===== src/rtl/core/hybrid_analysis_fir_bank_macros.svh =====
// ---------------------------------------------------------------------------
// Hybrid analysis FIR bank assertion macros
// Shared concurrent assertion forms used by the top level.
// ---------------------------------------------------------------------------
`ifndef HYBRID_ANALYSIS_FIR_BANK_MACROS_SVH
`define HYBRID_ANALYSIS_FIR_BANK_MACROS_SVH

// Same-cycle implication, checked on every rising edge outside reset.
`define HAFB_ASSERT_IMP(lbl, ante, cons, msg) \
	lbl: assert property (@(posedge clk) disable iff (!arst_n) (ante) |-> (cons)) \
		else $error(msg);

// Next-cycle implication, checked on every rising edge outside reset.
`define HAFB_ASSERT_NXT(lbl, ante, cons, msg) \
	lbl: assert property (@(posedge clk) disable iff (!arst_n) (ante) |=> (cons)) \
		else $error(msg);

`endif


===== src/rtl/core/hafb_pkg.sv =====
// ---------------------------------------------------------------------------
// Hybrid analysis FIR bank package
// Types and fixed constants shared by the front, queue and back modules.
// ---------------------------------------------------------------------------
package hafb_pkg;

	localparam int TAPS       = 13;
	localparam int PAIRS      = 6;
	localparam int CPB        = 7;
	localparam int OUT_DEPTH  = 4;
	localparam int OCW        = 3;
	localparam logic [63:0] ROUND_ADD = 64'h0000_0000_4000_0000;

	typedef enum logic {
		KIND_SAMPLE = 1'b0,
		KIND_COEF   = 1'b1
	} kind_t;

	typedef enum logic {
		ST_IDLE,
		ST_RUN
	} bst_t;

	typedef struct packed {
		kind_t              kind;
		logic signed [31:0] sre;
		logic signed [31:0] sim;
		logic [3:0]         cband;
		logic [2:0]         ctap;
		logic signed [31:0] cre;
		logic signed [31:0] cim;
	} cmd_t;

	typedef struct packed {
		logic           busy;
		logic [OCW-1:0] fcnt;
	} bstat_t;

endpackage


===== src/rtl/core/hafb_queue.sv =====
// ---------------------------------------------------------------------------
// Hybrid analysis FIR bank command queue
// Two-entry queue that decouples the front end from the back end.
// ---------------------------------------------------------------------------
module hafb_queue import hafb_pkg::*; (
	input  logic clk,
	input  logic arst_n,
	input  logic wr,
	input  cmd_t wdata,
	output logic qfull,
	input  logic rd,
	output logic qvalid,
	output cmd_t rdata
);

	cmd_t       mem_q [2];
	logic       wp_q;
	logic       rp_q;
	logic [1:0] cnt_q;

	assign qfull  = (cnt_q == 2'd2);
	assign qvalid = (cnt_q != 2'd0);
	assign rdata  = mem_q[rp_q];

	always_ff @(posedge clk or negedge arst_n) begin
		if (!arst_n) begin
			wp_q  <= 1'b0;
			rp_q  <= 1'b0;
			cnt_q <= 2'd0;
		end else begin
			if (wr) begin
				wp_q <= ~wp_q;
			end
			if (rd) begin
				rp_q <= ~rp_q;
			end
			if (wr && !rd) begin
				cnt_q <= cnt_q + 2'd1;
			end else if (rd && !wr) begin
				cnt_q <= cnt_q - 2'd1;
			end
		end
	end

	always_ff @(posedge clk) begin
		if (wr) begin
			mem_q[wp_q] <= wdata;
		end
	end

endmodule


===== config.mk =====
export PLATFORM = sky130hd
export DESIGN_NAME = hafb_queue
export DESIGN_NICKNAME = d
export VERILOG_FILES = /design/src/rtl/core/hybrid_analysis_fir_bank_macros.svh /design/src/rtl/core/hafb_pkg.sv /design/src/rtl/core/hafb_queue.sv
export SDC_FILE = /design/constraint.sdc
export NUM_CORES = 1
export LEC_CHECK = 0
export ABC_AREA = 1
export BUFFER_PORTS_ARGS = -buffer_cell sky130_fd_sc_hd__buf_2
export CORE_AREA = 5 5 142 144
export DETAILED_ROUTE_END_ITERATION = 16
export DIE_AREA = 0 0 147 149
export PLACE_DENSITY = 0.82
export SYNTH_ARGS = -nofsm -noshare
export SYNTH_HDL_FRONTEND = slang
export SYNTH_SLANG_ARGS = --single-unit

===== constraint.sdc =====
create_clock -name clk -period 14.7 [get_ports clk]
set_clock_uncertainty 0.2 [all_clocks]
set_input_delay 1.47 -clock clk [delete_from_list [all_inputs] [get_ports clk]]
set_output_delay 1.47 -clock clk [all_outputs]
set_load 0.02 [all_outputs]

**After elaboration in Yosys (flattened, before gate mapping)**

Memories as Yosys holds them, arrays and structs flattened.
Cells that the tools add are included.

- $add $sub $neg: 2
- Equality and inequality tests: 1
- Multiplexer cells: 4
- Bitwise operators: 2
- Reductions and logical operators: 6

Operators with widths:

| kind | count |
|---|---|
| two-way mux 2 bit | 2 |
| nonzero test 2 bit | 2 |
| adder 2 x 1 -> 2 bit, second input constant | 1 |
| == test 2 bit, second input constant | 1 |
| logical AND 1 bit | 2 |
| logical NOT 1 bit | 2 |
| two-way mux 1 bit | 2 |
| inverter 1 bit | 2 |
| subtractor 2 x 1 -> 2 bit, second input constant | 1 |

- Bits in registers: 4
- Memory bits (writable): 272
- Output and inout bits: 138
- Logic and storage cells: 19
- Memories: 1

Memory list:

| name | words | bits a word | rd ports | clocked after memory_dff | write ports | line | RTL |
|---|---|---|---|---|---|---|---|
| mem_q | 2 | 136 | 1 | 0 | 1 | hafb_queue.sv:16 | `cmd_t mem_q [2];` |

**Longest topological paths before layout**

- Depth after elaboration: 4
- Mapped depth: 7

**Worst setup path before layout**

OpenSTA, ideal clock, no wires.

- Kind: input-to-reg
- Start: input wr
- End: memory mem_q[0][0] in the netlist's numbering (enable)
- Arrival: 7.198 ns
- Required time: 13.863 ns
- Path slack: 6.666 ns
- Stages: 2
- Path buffers: 0
- Cells stage by stage: inv_1 nor2_1

- Word-level cells in the longest chain between the ends: 2

RTL lines:

| item | line | RTL |
|---|---|---|
| start: declaration | hafb_queue.sv:8 | `input logic wr,` |
| two-way mux 1 bit | hafb_queue.sv:46 | `if (wr) begin` |
| two-way mux 1 bit (not written as such) | hafb_queue.sv:47 | `mem_q[wp_q] <= wdata;` |
| end: declaration | hafb_queue.sv:16 |  |

No other way between the ends.

==> results.md <==
* Top Ports at 278
* CTS resizes at 0
* Initial DRC Count at between 200 and 250
* Final setup fails at 0
* Vias per inst at 5.160
* Gr usage total at 17.28%
* Static Leak at 4.722 nW
* Final #Nets at 885
* Layout area overhead at 23.41%
* Final hold vios at 0
* Post-route ant nets at 0
* Max frequency at 210.9 MHz
* Initial antenna violation count at 2
* Setup CP Type: reg2out
* Synth Area in XOR/XNOR at 0.2602%
* Post-CTS setup repair buffer count at 0
* Hold buffer count at cts at 0
* Post-DP Area at 11630 um2
* Max VDD drop at 0.1354 mV
* Min-delay worst type: reg2reg
* Unrepaired setup endpoints after global routing: false
* Pwr dens at 201.4 nW/um2
* Drt total wl at around 20 mm
* Total grt overflow at 0
* Yosys cell types at 13
* Remaining DRCs at 0
* Maxcap violations at 0
* Reg2reg end: mem_q[1][37]
* Count of pins over their slew limit at 0
* CP max FO at between 80 and 90
* Synth Area in Compound Gates at 0%
* Synth Register Bits at 276
* Via Count at 5145
* Die X at roughly 150 um
* GP Congestion at 0.7892
* Hold path start: cnt_q[1]
* Largest family of logic cells by synthesized area: multiplexers
* Hold Crit Depth at 2
* Seq/Total Area, Yosys at 81.86%
* Clk pin slew, worst setup/hold paths at 0.06 ns
* Avg Cell Area, Syn at approximately 23 um2
* Post-DP HPWL at between 10 and 15 mm
* Rows at 50
* CTS buffer count at 28
* Layout cells sized above 1 at 59.79%
* Worst Reg-to-Reg Cells at 3
* Setup TNS Final at 0 ns
* Post-route cell area at between 10000 and 15000 um2
* Post-synthesis mux area share at about 15%
* Syn Nets at approximately 590
* Clk Latency, worst-skew pair at around 0.5 ns
* Root buffer cell: clkbuf_16
* Status: complete, no violations
* Core ar. at 18580 um2
* Mapped Cells at 448
* Starting Density at 54.36%
* Port buffer count at 277
* Vias in the first global route at 5682
* CTS tree: built
* Synth Area in Simple Gates at 0.4088%
* R2r startpoint: wp_q
* Crit path time final at ~4.7 ns
* R2R Setup Slk at approximately 12 ns
* Post-synthesis cell area at about 10000 um2
* Fillcell total at 1221
* Largest net degree at the start of global routing at 83
* H-tree levels at 1
* Die extent in y at between 100 and 150 um
* DR pass1 iterations at 4
* Post-Synth Adder-Cell Area at 0.1239%
* First-pass GRT wire length at 29.93 mm
* Final period util at roughly a third
* Wirelength per Cell at about 20 um
* Die Area at around 22000 um2
* Crit path DAT at roughly 3 ns
* Hold EP: cnt_q[1]
* CP endpoint kind: output port
* Relative slew slack at a little over a quarter
* Synthesis Warnings at 0
* CTS sink count at ~280
* WP data required at 13.03 ns
* CTS Buffer Depth at 3
* CP Launch Type: register
* Actual slew at the worst max-slew pin at 1.096 ns
==> cell usage after synthesis <==
cell type | number | area share [%]
mux2_2 | 136 | 15
nor2_1 | 2 | 0.074
clkbuf_8 | 10 | 1.4
nand4_1 | 1 | 0.062
edfxtp_1 | 272 | 81
dfrtp_1 | 4 | 0.99
xor2_1 | 2 | 0.17
xnor2_1 | 1 | 0.087
nand2_1 | 6 | 0.22
nand3_1 | 1 | 0.050
ha_1 | 1 | 0.12
inv_1 | 7 | 0.26
buf_6 | 5 | 0.56
==> power by group <==
| part | switching (W) | internal, W | total [W] |
|---|---|---|---|
| sequential | 0.0000628 | 0.00105 | 0.00111 |
| clock | 0.000264 | 0.000374 | 0.000638 |
| combinational | 0.000464 | 0.000299 | 0.000763 |
| total | 0.000791 | 0.00172 | 0.00251 |
==> registers in the layout, summed over array words and instances (netlist names) <==
register and flops:
wp_q 1, mem_q 272, cnt_q 2, rp_q 1
==> cells in the final DEF, fill, tap and decap left out <==
master / n
nand3_1: 1
clkinv_2: 4
clkbuf_1: 8
inv_1: 6
bufinv_16: 1
inv_6: 1
dfrtp_1: 3
buf_2: 277
ha_1: 1
clkbuf_16: 29
xnor2_1: 1
mux2_2: 136
buf_4: 4
edfxtp_1: 272
nand2_1: 6
clkinv_1: 4
diode_2: 2
nor2_4: 1
nor2_1: 1
xor2_1: 2
clkinvlp_4: 1
nand4_1: 1
dfrtp_4: 1
==> per-layer routing <==
metal	up-vias	global-route usage (%)	part of all wire, %
met1	2509	20.78	37
met5	-	0	0.066
li1	2377	-	-
met4	2	5.499	3.3
met3	48	4.254	7.0
met2	209	30.91	52
==> cell type report <==
class	instances	area (um2)	area share [%]
inverter	7	31.28	0.2510
tap	234	292.8	2.349
sequential	276	8272	66.36
antenna	2	5.005	0.04015
clock buffer	37	755.7	6.063
clock inverter	10	72.57	0.5822
timing repair buffer	281	1416	11.36
multi-input combinational	150	1619	12.99
==> cells by family (layout without fill, tap and decap cells) <==
kind of cell,count (synthesis),after routing
other cells,0,2
mux,136,136
fa+ha+maj,1,1
xor+xnor,3,3
simple gates,10,10
buf+inv,22,335
flops,276,276
==> how the worst max path moves through the flow <==
stage	depth (start not counted)	to	startpoint
after floorplan	2	mem_q[0][0]	wr
after global placement	3	rdata[56]	rp_q
after detailed placement	3	rdata[133]	rp_q
after CTS	3	rdata[133]	rp_q
after global routing	3	rdata[27]	rp_q
final	3	rdata[103]	rp_q
==> per-stage QoR <==
step / cells / util [%] / setup WS (ns) / total power [W] / hold WS, ns
finish: 997 / 67.08 / 9.959 / 0.002510 / 0.2953
global route: 996 / 67.07 / 9.790 / 0.002624 / 0.3487
CTS: 995 / 67.06 / 9.939 / 0.002541 / 0.2911
detailed placement: 948 / 62.60 / 10.52 / 0.001898 / 0.2780
global placement: 948 / 62.60 / 10.56 / 0.001874 / 0.2543
floorplan: 448 / - / 6.666 / 0.001697 / 0.2417
==> worst max-delay path, stage by stage (launching register included) <==
cell and delay (ns):
dfrtp_4 0.88, buf_4 0.88, mux2_2 0.44, buf_2 0.16
Power figures use the tool's default switching activity.
