## src/rtl/core/hybrid_analysis_fir_bank_macros.svh

```systemverilog
// ---------------------------------------------------------------------------
// Hybrid analysis FIR bank assertion macros
// Shared concurrent assertion forms used by the top level.
// ---------------------------------------------------------------------------
`ifndef HYBRID_ANALYSIS_FIR_BANK_MACROS_SVH
`define HYBRID_ANALYSIS_FIR_BANK_MACROS_SVH

// Same-cycle implication, checked on every rising edge outside reset.
`define HAFB_ASSERT_IMP(lbl, ante, cons, msg) \
	lbl: assert property (@(posedge clk) disable iff (!arst_n) (ante) |-> (cons)) \
		else $error(msg);

// Next-cycle implication, checked on every rising edge outside reset.
`define HAFB_ASSERT_NXT(lbl, ante, cons, msg) \
	lbl: assert property (@(posedge clk) disable iff (!arst_n) (ante) |=> (cons)) \
		else $error(msg);

`endif

```

## src/rtl/core/hafb_pkg.sv

```systemverilog
// ---------------------------------------------------------------------------
// Hybrid analysis FIR bank package
// Types and fixed constants shared by the front, queue and back modules.
// ---------------------------------------------------------------------------
package hafb_pkg;

	localparam int TAPS       = 13;
	localparam int PAIRS      = 6;
	localparam int CPB        = 7;
	localparam int OUT_DEPTH  = 4;
	localparam int OCW        = 3;
	localparam logic [63:0] ROUND_ADD = 64'h0000_0000_4000_0000;

	typedef enum logic {
		KIND_SAMPLE = 1'b0,
		KIND_COEF   = 1'b1
	} kind_t;

	typedef enum logic {
		ST_IDLE,
		ST_RUN
	} bst_t;

	typedef struct packed {
		kind_t              kind;
		logic signed [31:0] sre;
		logic signed [31:0] sim;
		logic [3:0]         cband;
		logic [2:0]         ctap;
		logic signed [31:0] cre;
		logic signed [31:0] cim;
	} cmd_t;

	typedef struct packed {
		logic           busy;
		logic [OCW-1:0] fcnt;
	} bstat_t;

endpackage

```

## src/rtl/core/hafb_front.sv

```systemverilog
// ---------------------------------------------------------------------------
// Hybrid analysis FIR bank front end
// Accepts input items, drops out-of-range coefficient writes, and hands
// commands to the queue.
// ---------------------------------------------------------------------------
module hafb_front import hafb_pkg::*; #(
	parameter int MAX_BANDS = 12
) (
	input  logic               clk,
	input  logic               arst_n,
	input  logic               push,
	output logic               full,
	input  logic               kind,
	input  logic signed [31:0] sample_re,
	input  logic signed [31:0] sample_im,
	input  logic [3:0]         coef_band,
	input  logic [2:0]         coef_tap,
	input  logic signed [31:0] coef_re,
	input  logic signed [31:0] coef_im,
	output logic               q_push,
	output cmd_t               q_cmd,
	input  logic               q_full
);

	logic v_q;
	cmd_t cmd_q;
	logic take;
	logic keep;

	assign full   = v_q && q_full;
	assign take   = push && !full;
	assign keep   = (kind_t'(kind) == KIND_SAMPLE) ||
		(({1'b0, coef_band} < 5'(MAX_BANDS)) && (coef_tap < 3'(CPB)));
	assign q_push = v_q && !q_full;
	assign q_cmd  = cmd_q;

	always_ff @(posedge clk or negedge arst_n) begin
		if (!arst_n) begin
			v_q <= 1'b0;
		end else if (take) begin
			v_q <= keep;
		end else if (q_push) begin
			v_q <= 1'b0;
		end
	end

	always_ff @(posedge clk) begin
		if (take) begin
			cmd_q.kind  <= kind_t'(kind);
			cmd_q.sre   <= sample_re;
			cmd_q.sim   <= sample_im;
			cmd_q.cband <= coef_band;
			cmd_q.ctap  <= coef_tap;
			cmd_q.cre   <= coef_re;
			cmd_q.cim   <= coef_im;
		end
	end

endmodule

```

## config.mk

```make
export PLATFORM = sky130hd
export DESIGN_NAME = hafb_front
export DESIGN_NICKNAME = d
export VERILOG_FILES = /design/src/rtl/core/hybrid_analysis_fir_bank_macros.svh /design/src/rtl/core/hafb_pkg.sv /design/src/rtl/core/hafb_front.sv
export SDC_FILE = /design/constraint.sdc
export NUM_CORES = 1
export LEC_CHECK = 0
export ABC_AREA = 1
export BUFFER_PORTS_ARGS = -buffer_cell sky130_fd_sc_hd__clkbuf_2
export CAP_MARGIN = 20
export CORE_MARGIN = 4
export CORE_UTILIZATION = 41
export CTS_CLUSTER_DIAMETER = 100
export CTS_CLUSTER_SIZE = 40
export DETAILED_ROUTE_END_ITERATION = 6
export PLACE_DENSITY = 0.78
export SLEW_MARGIN = 20
export SYNTH_ARGS = -nofsm -noshare
export SYNTH_HDL_FRONTEND = slang
export SYNTH_SLANG_ARGS = --single-unit
```

## constraint.sdc

```tcl
create_clock -name clk -period 8 [get_ports clk]
set_input_delay 1.6 -clock clk [delete_from_list [all_inputs] [get_ports clk]]
set_output_delay 1.6 -clock clk [all_outputs]
set_load 0.02 [all_outputs]
```

# == Word-level counts from Yosys, hierarchy flattened ==
# Cells that the tools add are included.
# word_totals
mem_bits_ro,0
ff_bits,137
out_inout_bits,138
mem_bits_rw,0
latchBits,0
memories,0
elab_cells,21
in_bits,140
# classes
bitwise,1
n_shift,0
n_div,0
add_sub_neg,0
magnitude_cmp,2
n_eq_ne,0
n_mul,0
n_reduce_logical,8
muxes,2
# ops
operator,n
$logic_and 1x1->1,4
$lt 4x4->1 const B,1
$lt 3x3->1 const B,1
$logic_not 1->1,2
$mux 1,2
$reduce_bool 2->1,1
$logic_or 1x1->1,1
$not 1->1,1

# == Depth between registers and ports, before layout ==
# logic_depth
word_depth,4
ltp_mapped,5
ltp_nobuf,5

# == Least setup slack after synthesis ==
# OpenSTA, ideal clock, no wires.
# synth_timing
path_kind,input -> register
start,input port q_full
end,"register cmd_q, in the netlist q_cmd[0] (enable)"
setup_time_ns,0.633
setup_slack_ns,-0.083
t_required_ns,7.367
path_buffers,0
t_arrival_ns,7.450
stages,3
cell_sequence,nand2_1 inv_1 nor2_1
# synth_between
elab_chain_len,3
# synth_rtl
element,line_no,rtl
from (decl),hafb_front.sv:22,input logic q_full
$logic_and 1x1->1,hafb_front.sv:30,assign full = v_q && q_full;
via full,hafb_front.sv:12,"output logic full,"
$logic_not 1->1,hafb_front.sv:31,assign take = push && !full;
$logic_and 1x1->1,hafb_front.sv:31,
via take,hafb_front.sv:27,logic take;
to (decl),hafb_front.sv:26,cmd_t cmd_q;
# The timed path passes the listed nets, and every way through them passes these cells.
# A chain may end at the register's enable or synchronous reset.

# == Worst setup path after layout ==
# layout_timing
start,input port q_full
end,output port full
# layout_between
elab_chain_len,1
# layout_rtl
element,line_no
$logic_and 1x1->1,hafb_front.sv:30
to (decl),hafb_front.sv:12
# No other way between the ends.

==> impl_metrics.json <==
{
  "hpwl_mm": 7.537,
  "worst_pin_slew_ps": 529.2,
  "grt_util_all_layers_pct": 16.43,
  "power_density_mw_per_mm2": 275.1,
  "p_int_uw": 1365,
  "hold_path_end": "v_q",
  "hold_violations": 0,
  "rows": 36,
  "htreeDepth": 4,
  "worst_path_dominant_cell_family": "buffers and inverters",
  "antenna_left": 0,
  "dpl.cell_count": 560,
  "route.detailed.drc": 0,
  "pwr-share-seq_pct": 49.0,
  "status": "completed",
  "swShare_pct": 21.62,
  "numPortBuffers": 277,
  "syn_nets": 289,
  "rsz0062_at_grt": "no",
  "fin_cells": 593,
  "fin_skew_ps": 6.526,
  "coreArea_sq_mm": 0.009819,
  "ctsHoldBuffers": 0,
  "gp_congestion": 0.7250,
  "clk_path_buf_depth": 2,
  "grt_max_degree": 98,
  "rr_endpoint": "q_cmd[18]",
  "synth_cell_types": 6,
  "drive_gt1_share_pct": 66.96,
  "slew_viol_final": 0,
  "fin_setup_tns_ps": 0,
  "antenna_cells": 0,
  "yosys_warnings": 0,
  "via_per_inst": 4.314,
  "cts_tree": "done",
  "p_comb_share_pct": 8.7,
  "fin_crit_ps": 3654,
  "yosysSeqAreaShare_pct": 98.89,
  "worst_setup_path_end_kind": "primary output",
  "syn_inst": 149,
  "netlist_area_sq_mm": 0.004155,
  "max-vdd-ir-drop_uv": 168.6,
  "ios": 278,
  "path_clk_slew_ps": 60,
  "p_sw_uw": 376.4,
  "fmax_ghz": 0.2737,
  "start_util_pct": 42.32,
  "die-area_sq_mm": 0.01181,
  "drt_wl_total_mm": 9.748,
  "relSlewSlack_pct": 64.72,
  "min_period_over_period_pct": 45.68,
  "nNetsFinal": 587,
  "ys_seq_elements": 137,
  "syn2layout_area_growth_pct": 52.33,
  "drt-initial-drc-count": 93,
  "fp.dieW_um": 108.7,
  "fill_cells": 718,
  "pwr-share-clk_pct": 42.3,
  "antenna_found_initial": 0,
  "hold_path_class": "reg2reg",
  "syn_avg_cell_area_sq_um": 27.89,
  "crit_buf_inv": 3,
  "vias": 2558,
  "crit_top_cell": "clkbuf_2",
  "critPathKind": "in2out",
  "first_pass_iters": 4,
  "cp.arrival_ps": 2050,
  "start_kind": "input pin",
  "cp_slowest_cell": "clkbuf_2",
  "r2r-start": "v_q",
  "grt-ovfl-total": 0,
  "ff2ff_path_depth": 5,
  "cp_cell_sequence": "clkbuf_2 > nand2_1 > inv_1 > clkbuf_2",
  "required_ps": 6400,
  "crit_fanout": 2,
  "whs_path_depth": 2,
  "finalSetupViolCount": 0,
  "die_h_um": 108.7,
  "wire_per_inst_um": 16.44,
  "rrSetupSlack_ps": 5980,
  "clock_latency_ps": 500,
  "numCtsBuffers": 17,
  "crit_path_max_incr_delay_ps": 190,
  "first_global_vias": 2724,
  "max_cap_violations": 0,
  "hold_start": "v_q",
  "root_buffer": "clkbuf_8",
  "p_leak_uw": 0.002796,
  "grt_pass1_wl_mm": 13.75,
  "post_cts_buffers": 0,
  "worst_hold_slack_ps": 526.7,
  "cts_resized": 0,
  "cts_sinks": 137
}
-- tightest hold or removal path: stages, from the launching register on --
cell,delay [ps]
dfrtp_1,360
nand2_1,80
nand2_1,60
-- sequential cells by signal, summed over array words and instances, names as in the netlist --
name	cells
v_q	1
q_cmd	136
-- cell usage after synthesis --
| master | count | share of area, % |
|---|---|---|
| inv_1 | 3 | 0.27 |
| nand3_1 | 1 | 0.12 |
| edfxtp_1 | 136 | 98 |
| dfrtp_1 | 1 | 0.60 |
| nand2_1 | 6 | 0.54 |
| nor2_1 | 2 | 0.18 |
-- cells by family after synthesis --
logic type / count (synthesis) / synth area share (%)
flops: 137 / 98.89
buf+inv: 3 / 0.2710
simple gates: 9 / 0.8430
-- worst max-delay path by stage --
| stage | from | to | cells past startpoint |
|---|---|---|---|
| 6_report | q_full | full | 4 |
| 3_3_place_gp | q_full | full | 4 |
| 4_1_cts | q_full | full | 4 |
| 2_1_floorplan | q_full | q_cmd[0] | 3 |
| 3_5_place_dp | q_full | q_cmd[87] | 5 |
| 5_1_grt | q_full | full | 4 |
-- cell type report --
cell class                      count  area, sq um  share of cell area [%]
Tap cell                          133        166.4                   2.629
Sequential cell                   137         4109                   64.91
Clock buffer                       18        417.9                   6.602
Multi-Input combinational cell      9        42.54                  0.6721
Clock inverter                     14        156.4                   2.471
Timing Repair Buffer              279         1426                   22.53
Inverter                            3        11.26                  0.1779
-- power by group through the flow --
stage	Sequential, uW	Clock [uW]	Combinational [uW]
floorplan	926	0	16.6
global placement	867	0	149
detailed placement	869	0	152
CTS	855	759	152
global route	857	798	162
finish	854	737	151
-- stage by stage --
stage                     instance area [sq um]  util (%)  setup slack [ps]  power [uW]
after global placement                     5736     58.41              4353        1016
after CTS                                  6310     64.26              4343        1766
after global routing                       6330     64.46              4301        1817
after floorplan                            4158         -              2218       942.8
after detailed placement                   5736     58.41              4340        1021
final                                      6330     64.46              4346        1741
-- layer usage --
metal	GRT usage [%]	part of all wire [%]
met2	29.08	54
met3	7.874	12
met4	6.943	1.3
met5	0	0
met1	16.42	33
-- placed cells by master, fill, tap and decap left out --
| cell | count |
|---|---|
| edfxtp_1 | 136 |
| bufinv_16 | 3 |
| nand3_1 | 1 |
| clkbuf_2 | 277 |
| clkinvlp_4 | 3 |
| nor2_1 | 1 |
| clkbuf_8 | 1 |
| clkinv_2 | 3 |
| nand2_1 | 6 |
| clkbuf_16 | 16 |
| clkinv_1 | 3 |
| nor2_4 | 1 |
| inv_1 | 3 |
| buf_12 | 2 |
| clkbuf_1 | 1 |
| dfrtp_1 | 1 |
| clkinv_4 | 2 |
No activity file was read; power rests on OpenSTA's default activity.
